## config.mk

```make
export PLATFORM = sky130hd
export DESIGN_NAME = ambient_cancelled_light_barrier
export DESIGN_NICKNAME = d
export VERILOG_FILES = /design/src/rtl/core/acb_pkg.sv /design/src/rtl/core/acb_div_const.sv /design/src/rtl/core/ambient_cancelled_light_barrier.sv
export VERILOG_INCLUDE_DIRS = /design/src /design/src/rtl/core
export SDC_FILE = /design/constraint.sdc
export NUM_CORES = 1
export LEC_CHECK = 0
export ABC_AREA = 1
export BUFFER_PORTS_ARGS = -buffer_cell sky130_fd_sc_hd__buf_2
export CAP_MARGIN = 5
export CORE_MARGIN = 5
export CORE_UTILIZATION = 55
export DETAILED_ROUTE_END_ITERATION = 16
export GPL_TIMING_DRIVEN = 0
export PLACE_DENSITY = 0.72
export SETUP_SLACK_MARGIN = 0.5
export SYNTH_ARGS = -nofsm -noshare
export SYNTH_HDL_FRONTEND = slang
export SYNTH_SLANG_ARGS = --single-unit
```

## constraint.sdc

```tcl
create_clock -name clk -period 13.95 [get_ports clk]
set_clock_uncertainty 0.2 [all_clocks]
set_input_delay 2.79 -clock clk [delete_from_list [all_inputs] [get_ports clk]]
set_output_delay 2.79 -clock clk [all_outputs]
set_load 0.01 [all_outputs]
```

## src/rtl/core/assert_macros.svh

```systemverilog
// ----------------------------------------------------------------------------
// assert_macros: shared concurrent assertion helpers
// Assertions sample on clk and are disabled while arst_n is low.
// ----------------------------------------------------------------------------
`ifndef ASSERT_MACROS_SVH
`define ASSERT_MACROS_SVH

// same-cycle implication
`define ASSERT_IMPL(label, ante, cons, msg) \
	label: assert property (@(posedge clk) disable iff (!arst_n) (ante) |-> (cons)) \
		else $error(msg);

// next-cycle implication
`define ASSERT_NEXT(label, ante, cons, msg) \
	label: assert property (@(posedge clk) disable iff (!arst_n) (ante) |=> (cons)) \
		else $error(msg);

`endif

```

## src/rtl/core/acb_pkg.sv

```systemverilog
// ----------------------------------------------------------------------------
// acb_pkg
// Types and fixed constants of the ambient-cancelled light barrier.
// ----------------------------------------------------------------------------
`timescale 1ns / 1ps

package acb_pkg;

	// measurement phase
	typedef enum logic [1:0] {
		PH_IDLE  = 2'd0,
		PH_DARK  = 2'd1,
		PH_LIGHT = 2'd2
	} phase_t;

	// configuration port
	localparam int CFG_IDX_W = 2;
	localparam int CFG_W     = 16;

	typedef logic [CFG_IDX_W-1:0] cfg_idx_t;

	localparam cfg_idx_t CFG_THRESHOLD = 2'd0;
	localparam cfg_idx_t CFG_PERIOD    = 2'd1;
	localparam cfg_idx_t CFG_ON_DELAY  = 2'd2;
	localparam cfg_idx_t CFG_OFF_DELAY = 2'd3;

	// register reset values
	localparam logic [CFG_W-1:0] THRESHOLD_RST = 16'd256;
	localparam logic [CFG_W-1:0] PERIOD_RST    = 16'd200;
	localparam logic [CFG_W-1:0] DELAY_RST     = 16'd0;

	// millisecond time base
	localparam int TIME_W = 32;

endpackage

```

## src/rtl/core/acb_div_const.sv

```systemverilog
// ----------------------------------------------------------------------------
// acb_div_const
// Unsigned division by a fixed divisor through an exact reciprocal multiply.
// ----------------------------------------------------------------------------
`timescale 1ns / 1ps

module acb_div_const #(
	parameter int IN_W    = 15,
	parameter int DIVISOR = 5,
	parameter int OUT_W   = 12
) (
	input  logic [IN_W-1:0]  num,
	output logic [OUT_W-1:0] quot
);

	// shift wide enough that the rounded-up reciprocal is exact for every input
	localparam int LOG_D = (DIVISOR > 1) ? $clog2(DIVISOR) : 0;
	localparam int SHIFT = IN_W + LOG_D;
	localparam int RW    = IN_W + 1;
	localparam int PW    = IN_W + RW;
	localparam logic [RW-1:0] RECIP =
		RW'(((64'd1 << SHIFT) + 64'(DIVISOR) - 64'd1) / 64'(DIVISOR));

	logic [PW-1:0] prod;

	// quotient is the product shifted down
	assign prod = PW'(num) * PW'(RECIP);
	assign quot = prod[SHIFT +: OUT_W];

endmodule

```

## src/rtl/core/ambient_cancelled_light_barrier.sv

```systemverilog
// ----------------------------------------------------------------------------
// ambient_cancelled_light_barrier: one state update per item feeds the result register.
// Throughput 1 item per cycle, held while a result waits untaken in the result register.
// Async active-low reset: idle phase, counters zero, config at threshold 256, period 200.
// ----------------------------------------------------------------------------
`timescale 1ns / 1ps
`include "assert_macros.svh"

module ambient_cancelled_light_barrier #(
	parameter int ADC_BITS          = 12,
	parameter int SAMPLES_PER_PHASE = 5
) (
	input  logic                          clk,
	input  logic                          arst_n,
	// configuration write port
	input  logic                          cfg_we,
	input  acb_pkg::cfg_idx_t             cfg_index,
	input  logic [acb_pkg::CFG_W-1:0]     cfg_data,
	// input items
	input  logic                          s_axis_tvalid,
	output logic                          s_axis_tready,
	// sample
	input  logic [((ADC_BITS+7)/8)*8-1:0] s_axis_tdata,
	// action (0 tick, 1 sample)
	input  logic                          s_axis_tuser,
	// result items
	output logic                          m_axis_tvalid,
	input  logic                          m_axis_tready,
	// emitter_on, sample_request, raw_state, detected, publish_event,
	// measure_done, dark_average, light_average
	output logic [((6+2*ADC_BITS+7)/8)*8-1:0] m_axis_tdata
);

	import acb_pkg::*;

	localparam int LOG_N  = (SAMPLES_PER_PHASE > 1) ? $clog2(SAMPLES_PER_PHASE) : 0;
	localparam int SUM_W  = ADC_BITS + LOG_N;
	localparam int CNT_W  = (SAMPLES_PER_PHASE > 1) ? $clog2(SAMPLES_PER_PHASE) : 1;
	localparam int CMP_W  = ADC_BITS + CFG_W;
	localparam int OUT_DW = ((6 + 2*ADC_BITS + 7) / 8) * 8;
	localparam logic [CNT_W-1:0] CNT_LAST = CNT_W'(SAMPLES_PER_PHASE - 1);

	// configuration registers
	logic [CFG_W-1:0] thr_q, period_q, on_dly_q, off_dly_q;

	// measurement state
	phase_t              phase_q, phase_n;
	logic [TIME_W-1:0]   time_q, time_n;
	logic [TIME_W-1:0]   last_start_q, last_start_n;
	logic [TIME_W-1:0]   last_change_q, last_change_n;
	logic [CFG_W-1:0]    pend_q, pend_n;
	logic [CNT_W-1:0]    cnt_q, cnt_n;
	logic [SUM_W-1:0]    acc_q, acc_n;
	logic [ADC_BITS-1:0] dark_avg_q, dark_avg_n;
	logic                raw_q, raw_n;
	logic                pub_q, pub_n;

	// per-item signals
	logic                accept;
	logic                is_sample;
	logic [ADC_BITS-1:0] sample;
	logic [SUM_W-1:0]    acc_sum;
	logic [ADC_BITS-1:0] avg;
	logic [TIME_W-1:0]   tick_time;
	logic [TIME_W-1:0]   since_start;
	logic [TIME_W-1:0]   since_change;
	logic [CMP_W-1:0]    light_scaled;
	logic [CMP_W-1:0]    thr_prod;
	logic                new_raw;
	logic                done, event_n;

	// result register
	logic                m_valid_q;
	logic                emit_r, req_r, raw_r, det_r, ev_r, done_r;
	logic [ADC_BITS-1:0] dark_r, light_r;
	logic                emit_s1, req_s1, raw_s1, det_s1, ev_s1, done_s1;
	logic [ADC_BITS-1:0] dark_s1, light_s1;

	// handshake: a result slot frees when it is taken
	assign s_axis_tready = !m_valid_q || m_axis_tready;
	assign accept        = s_axis_tvalid && s_axis_tready;
	assign is_sample     = s_axis_tuser;
	assign sample        = s_axis_tdata[ADC_BITS-1:0];

	// accumulate and average the current phase
	assign acc_sum = acc_q + SUM_W'(sample);

	acb_div_const #(
		.IN_W    (SUM_W),
		.DIVISOR (SAMPLES_PER_PHASE),
		.OUT_W   (ADC_BITS)
	) u_div (
		.num  (acc_sum),
		.quot (avg)
	);

	// ratio test; a zero dark average reduces to light nonzero
	assign light_scaled = CMP_W'({avg, 8'd0});
	assign thr_prod     = CMP_W'(thr_q) * CMP_W'(dark_avg_q);
	assign new_raw      = light_scaled > thr_prod;

	// elapsed times, modulo the time base
	assign tick_time    = time_q + TIME_W'(1);
	assign since_start  = tick_time - last_start_q;
	assign since_change = time_q - last_change_q;

	// next state
	always_comb begin
		phase_n       = phase_q;
		time_n        = time_q;
		last_start_n  = last_start_q;
		last_change_n = last_change_q;
		pend_n        = pend_q;
		cnt_n         = cnt_q;
		acc_n         = acc_q;
		dark_avg_n    = dark_avg_q;
		raw_n         = raw_q;
		pub_n         = pub_q;
		done          = 1'b0;
		event_n       = 1'b0;
		if (!is_sample) begin
			time_n = tick_time;
			if ((phase_q != PH_DARK) && (phase_q != PH_LIGHT)) begin
				phase_n = PH_IDLE;
				if (since_start > TIME_W'(period_q)) begin
					last_start_n = tick_time;
					phase_n      = PH_DARK;
					cnt_n        = '0;
					acc_n        = '0;
				end
			end
		end else begin
			case (phase_q)
				PH_DARK: begin
					if (cnt_q == CNT_LAST) begin
						cnt_n      = '0;
						acc_n      = '0;
						dark_avg_n = avg;
						phase_n    = PH_LIGHT;
					end else begin
						cnt_n = cnt_q + CNT_W'(1);
						acc_n = acc_sum;
					end
				end
				PH_LIGHT: begin
					if (cnt_q == CNT_LAST) begin
						cnt_n   = '0;
						acc_n   = '0;
						phase_n = PH_IDLE;
						done    = 1'b1;
						if (new_raw != raw_q) begin
							// a fresh change has zero elapsed time, never published now
							raw_n         = new_raw;
							last_change_n = time_q;
							pend_n        = new_raw ? on_dly_q : off_dly_q;
						end else if ((since_change > TIME_W'(pend_q)) && (raw_q != pub_q)) begin
							pub_n   = raw_q;
							event_n = 1'b1;
						end
					end else begin
						cnt_n = cnt_q + CNT_W'(1);
						acc_n = acc_sum;
					end
				end
				default: begin
					phase_n = PH_IDLE;
				end
			endcase
		end
	end

	// result fields
	always_comb begin
		emit_r  = (phase_n == PH_LIGHT);
		req_r   = (phase_n != PH_IDLE);
		raw_r   = raw_n;
		det_r   = pub_n;
		ev_r    = event_n;
		done_r  = done;
		dark_r  = done ? dark_avg_q : '0;
		light_r = done ? avg : '0;
	end

	// configuration registers
	always_ff @(posedge clk or negedge arst_n) begin
		if (!arst_n) begin
			thr_q     <= THRESHOLD_RST;
			period_q  <= PERIOD_RST;
			on_dly_q  <= DELAY_RST;
			off_dly_q <= DELAY_RST;
		end else if (cfg_we) begin
			case (cfg_index)
				CFG_THRESHOLD: thr_q     <= cfg_data;
				CFG_PERIOD:    period_q  <= cfg_data;
				CFG_ON_DELAY:  on_dly_q  <= cfg_data;
				CFG_OFF_DELAY: off_dly_q <= cfg_data;
				default: begin
				end
			endcase
		end
	end

	// measurement state registers
	always_ff @(posedge clk or negedge arst_n) begin
		if (!arst_n) begin
			phase_q       <= PH_IDLE;
			time_q        <= '0;
			last_start_q  <= '0;
			last_change_q <= '0;
			pend_q        <= '0;
			cnt_q         <= '0;
			acc_q         <= '0;
			raw_q         <= 1'b0;
			pub_q         <= 1'b0;
		end else if (accept) begin
			phase_q       <= phase_n;
			time_q        <= time_n;
			last_start_q  <= last_start_n;
			last_change_q <= last_change_n;
			pend_q        <= pend_n;
			cnt_q         <= cnt_n;
			acc_q         <= acc_n;
			raw_q         <= raw_n;
			pub_q         <= pub_n;
		end
	end

	// dark average holds from end of dark phase to end of light phase
	always_ff @(posedge clk) begin
		if (accept) begin
			dark_avg_q <= dark_avg_n;
		end
	end

	// result valid
	always_ff @(posedge clk or negedge arst_n) begin
		if (!arst_n) begin
			m_valid_q <= 1'b0;
		end else if (accept) begin
			m_valid_q <= 1'b1;
		end else if (m_axis_tready) begin
			m_valid_q <= 1'b0;
		end
	end

	// result payload
	always_ff @(posedge clk) begin
		if (accept) begin
			emit_s1  <= emit_r;
			req_s1   <= req_r;
			raw_s1   <= raw_r;
			det_s1   <= det_r;
			ev_s1    <= ev_r;
			done_s1  <= done_r;
			dark_s1  <= dark_r;
			light_s1 <= light_r;
		end
	end

	assign m_axis_tvalid = m_valid_q;
	assign m_axis_tdata  = OUT_DW'({light_s1, dark_s1, done_s1, ev_s1, det_s1, raw_s1,
		req_s1, emit_s1});

	// checks
	`ASSERT_IMPL(a_cnt_range, 1'b1, cnt_q <= CNT_LAST, "sample count beyond phase length")
	`ASSERT_IMPL(a_done_idle, m_valid_q && done_s1, !emit_s1 && !req_s1,
		"finished measurement not reported idle")
	`ASSERT_IMPL(a_event_follows_raw, m_valid_q && ev_s1, det_s1 == raw_s1,
		"published state differs from raw state on event")
	`ASSERT_NEXT(a_idle_no_light, accept && (phase_q == PH_IDLE), phase_q != PH_LIGHT,
		"light phase entered straight from idle")

endmodule
```

==> metrics.csv <==
metric,value,unit
arrival time at the worst endpoint,12.10,ns
crit end category,flip-flop,
Routability Congestion,0.940,
layout net count,4388,
Slew HR,0.358,
Layout fillers,4690,
CP Data Required Time,14.20,ns
Setup TNS,0,ns
P&R area growth vs syn,7.98,%
pre-CTS setup slack,1.65,ns
CTS buffer count,28,
Max Clk Rate,84.4,MHz
htree depth,1,
DP Wirelength,57500,µm
Post-CTS Hold Buffers,0,
DIE HEIGHT,232,µm
Synth cell types,49,
# rows,81,
CTS max path bufs,3,
status,completed,
number of global-route vias before repair,22200,
post-cts resize count,0,
clk sinks,241,
final worst path period share,0.850,
Die Footprint,53900,µm²
post-layout min period,11.85,ns
n_diodes,0,
most frequent CP cell,nand2_1,
register area share after synthesis,0.230,
YS warnings,0,
final setup vio count,0,
io pins,74,
synthesized cell area,27200,µm²
Mapped Cells,3752,
crit path max-delay cell type,fa_1,
die width,232,µm
Overflow after GRT,0,
wire per inst,15.3,µm
Initial Utilization,0.555,
RSZ-0062 raised after global routing,no,
largest net degree at the start of global routing,111,
first-pass GRT wire length,114000,µm
via count,23300,
Routed Antenna Nets,0,
PnR worst setup slack,2.10,ns
max-slew violations,0,
max_cap viols,0,
crit-path max FO,10,
WHS,0.284,ns
Clock Pin Slew Worst Setup and Hold Paths,0.06,ns
Main synth FF type,dfrtp_1,
Yosys reg bits,241,
port buffer count,66,
1st-iter DRT viols,1886,
Reg2Reg Depth,46,
total track usage,0.258,
worst-margin pin slew,0.960,ns
Finished Layout Cells,4538,
Worst path max stage delay,0.55,ns
Hold/Removal Path Class,flip-flop to flip-flop,
antenna violations before repair,1,
share of the synthesized area in the top cell type,0.180,
number of synthesized flops with an enable pin,42,
CTS Root Cell,clkbuf_16,
Hold Path Cell Cnt,2,
Setup CP Type,primary input to flip-flop,
Mapped Avg Cell Area,7.24,µm²
total wire length,69600,µm
DR DRC count,0,
clk_lat worst skew,0.56,ns
Post-synth ARST share,0.826,
core outline area,49000,µm²
Initial DRT Pass Iterations,6,
CTS tree,done,
cell taking the most area after synthesis,dfrtp_1,
DR vias/cell,5.13,
final hold viol count,0,
placed insts,4485,
Worst Setup Start Kind,primary input,
largest cells by area after synthesis,"dfrtp_1, nand2_1, fa_1",
share of cells above drive strength 1,0.0625,
post-CTS setup buffers,0,
worst paths after layout:
kind	startpoint	to	slack, ns
worst max-delay path	s_axis_tdata[0]	pend_q[6]	2.10
worst min-delay path	off_dly_q[6]	off_dly_q[6]	0.28
worst max register to register	acc_q[0]	pend_q[6]	4.06
worst min register to register	off_dly_q[6]	off_dly_q[6]	0.28
max in group asynchronous	arst_n	acc_q[3]	10.45
min in group asynchronous	arst_n	period_q[13]	2.02
per-stage QoR:
stage / util / cell area, µm²
5_1_grt: 0.599 / 29300
3_3_place_gp: 0.579 / 28300
4_1_cts: 0.599 / 29300
3_5_place_dp: 0.580 / 28400
6_report: 0.599 / 29300
2_1_floorplan: - / 27200
area by class of cell:
cell class	count	area (µm²)	share of cell area
flip-flops and latches	241	6250	0.213
multi-input cells	2630	17500	0.596
plain buffers	94	497	0.0169
inverters	788	2960	0.101
clock inverters	12	118	0.00401
well taps	664	831	0.0283
repair buffers	69	403	0.0137
clock buffers	40	807	0.0275
cells by family after synthesis:
logic type | Yosys count | synth area share
buffers and inverters | 882 | 0.127
adder cells (fa/ha/maj) | 496 | 0.284
XOR/XNOR | 99 | 0.0319
AO/OA/AOI/OAI | 394 | 0.0821
flip-flops | 241 | 0.230
AND/OR/NAND/NOR | 1639 | 0.245
other | 1 | 0.000138
cells in the mapped netlist (22+ instances only):
library cell  number
nand2_2           22
nor2_1           242
xor2_1            80
o21ai_0          170
nand2_1         1129
ha_1             296
clkbuf_1          62
fa_1             200
edfxtp_1          42
inv_1            780
a21oi_1          135
dfrtp_1          195
nor3_1            33
nand3_1          132
nand4_1           44
registers in the layout, summed over array words and instances, names as in the netlist, 2 cells and up:
name	count
last_change_q	32
thr_q	16
acc_q	15
off_dly_q	16
period_q	16
cnt_q	3
light_s1	12
time_q	32
phase_q	2
dark_s1	12
pend_q	16
last_start_q	32
on_dly_q	16
dark_avg_q	12
layout by cell type (no fill, tap or decap), drive strengths merged, types with 8 or more instances in the layout:
cell    synthesis  routed
o21a            8       8
edfxtp         42      42
xor2           80      80
nand3         137     137
inv           786     787
xnor2          19      19
nor3           35      35
clkbuf         62     102
nand4          44      44
dfrtp         195     195
o21ai         197     197
ha            296     296
buf            32     101
fa            200     200
a21oi         155     155
nand2        1151    1151
clkinv          2      11
o21bai         18      18
nor2          253     253
metal layers:
layer / routed length, µm / global-route usage
met5: 13 / 0
met4: 1640 / 0.0545
met3: 4140 / 0.0362
met2: 30300 / 0.404
met1: 33600 / 0.386
worst max-delay path: cells and delay by family:
family	cells	cell delay [ns]
AND/OR/NAND/NOR	21	2.67
buffers and inverters	9	1.37
adder cells (fa/ha/maj)	9	3.71
AO/OA/AOI/OAI	7	1.18
XOR/XNOR	1	0.35
Power is left out: the tool's default activity adds up to more than one toggle a clock period on the data nets, which glitch-free logic cannot reach.
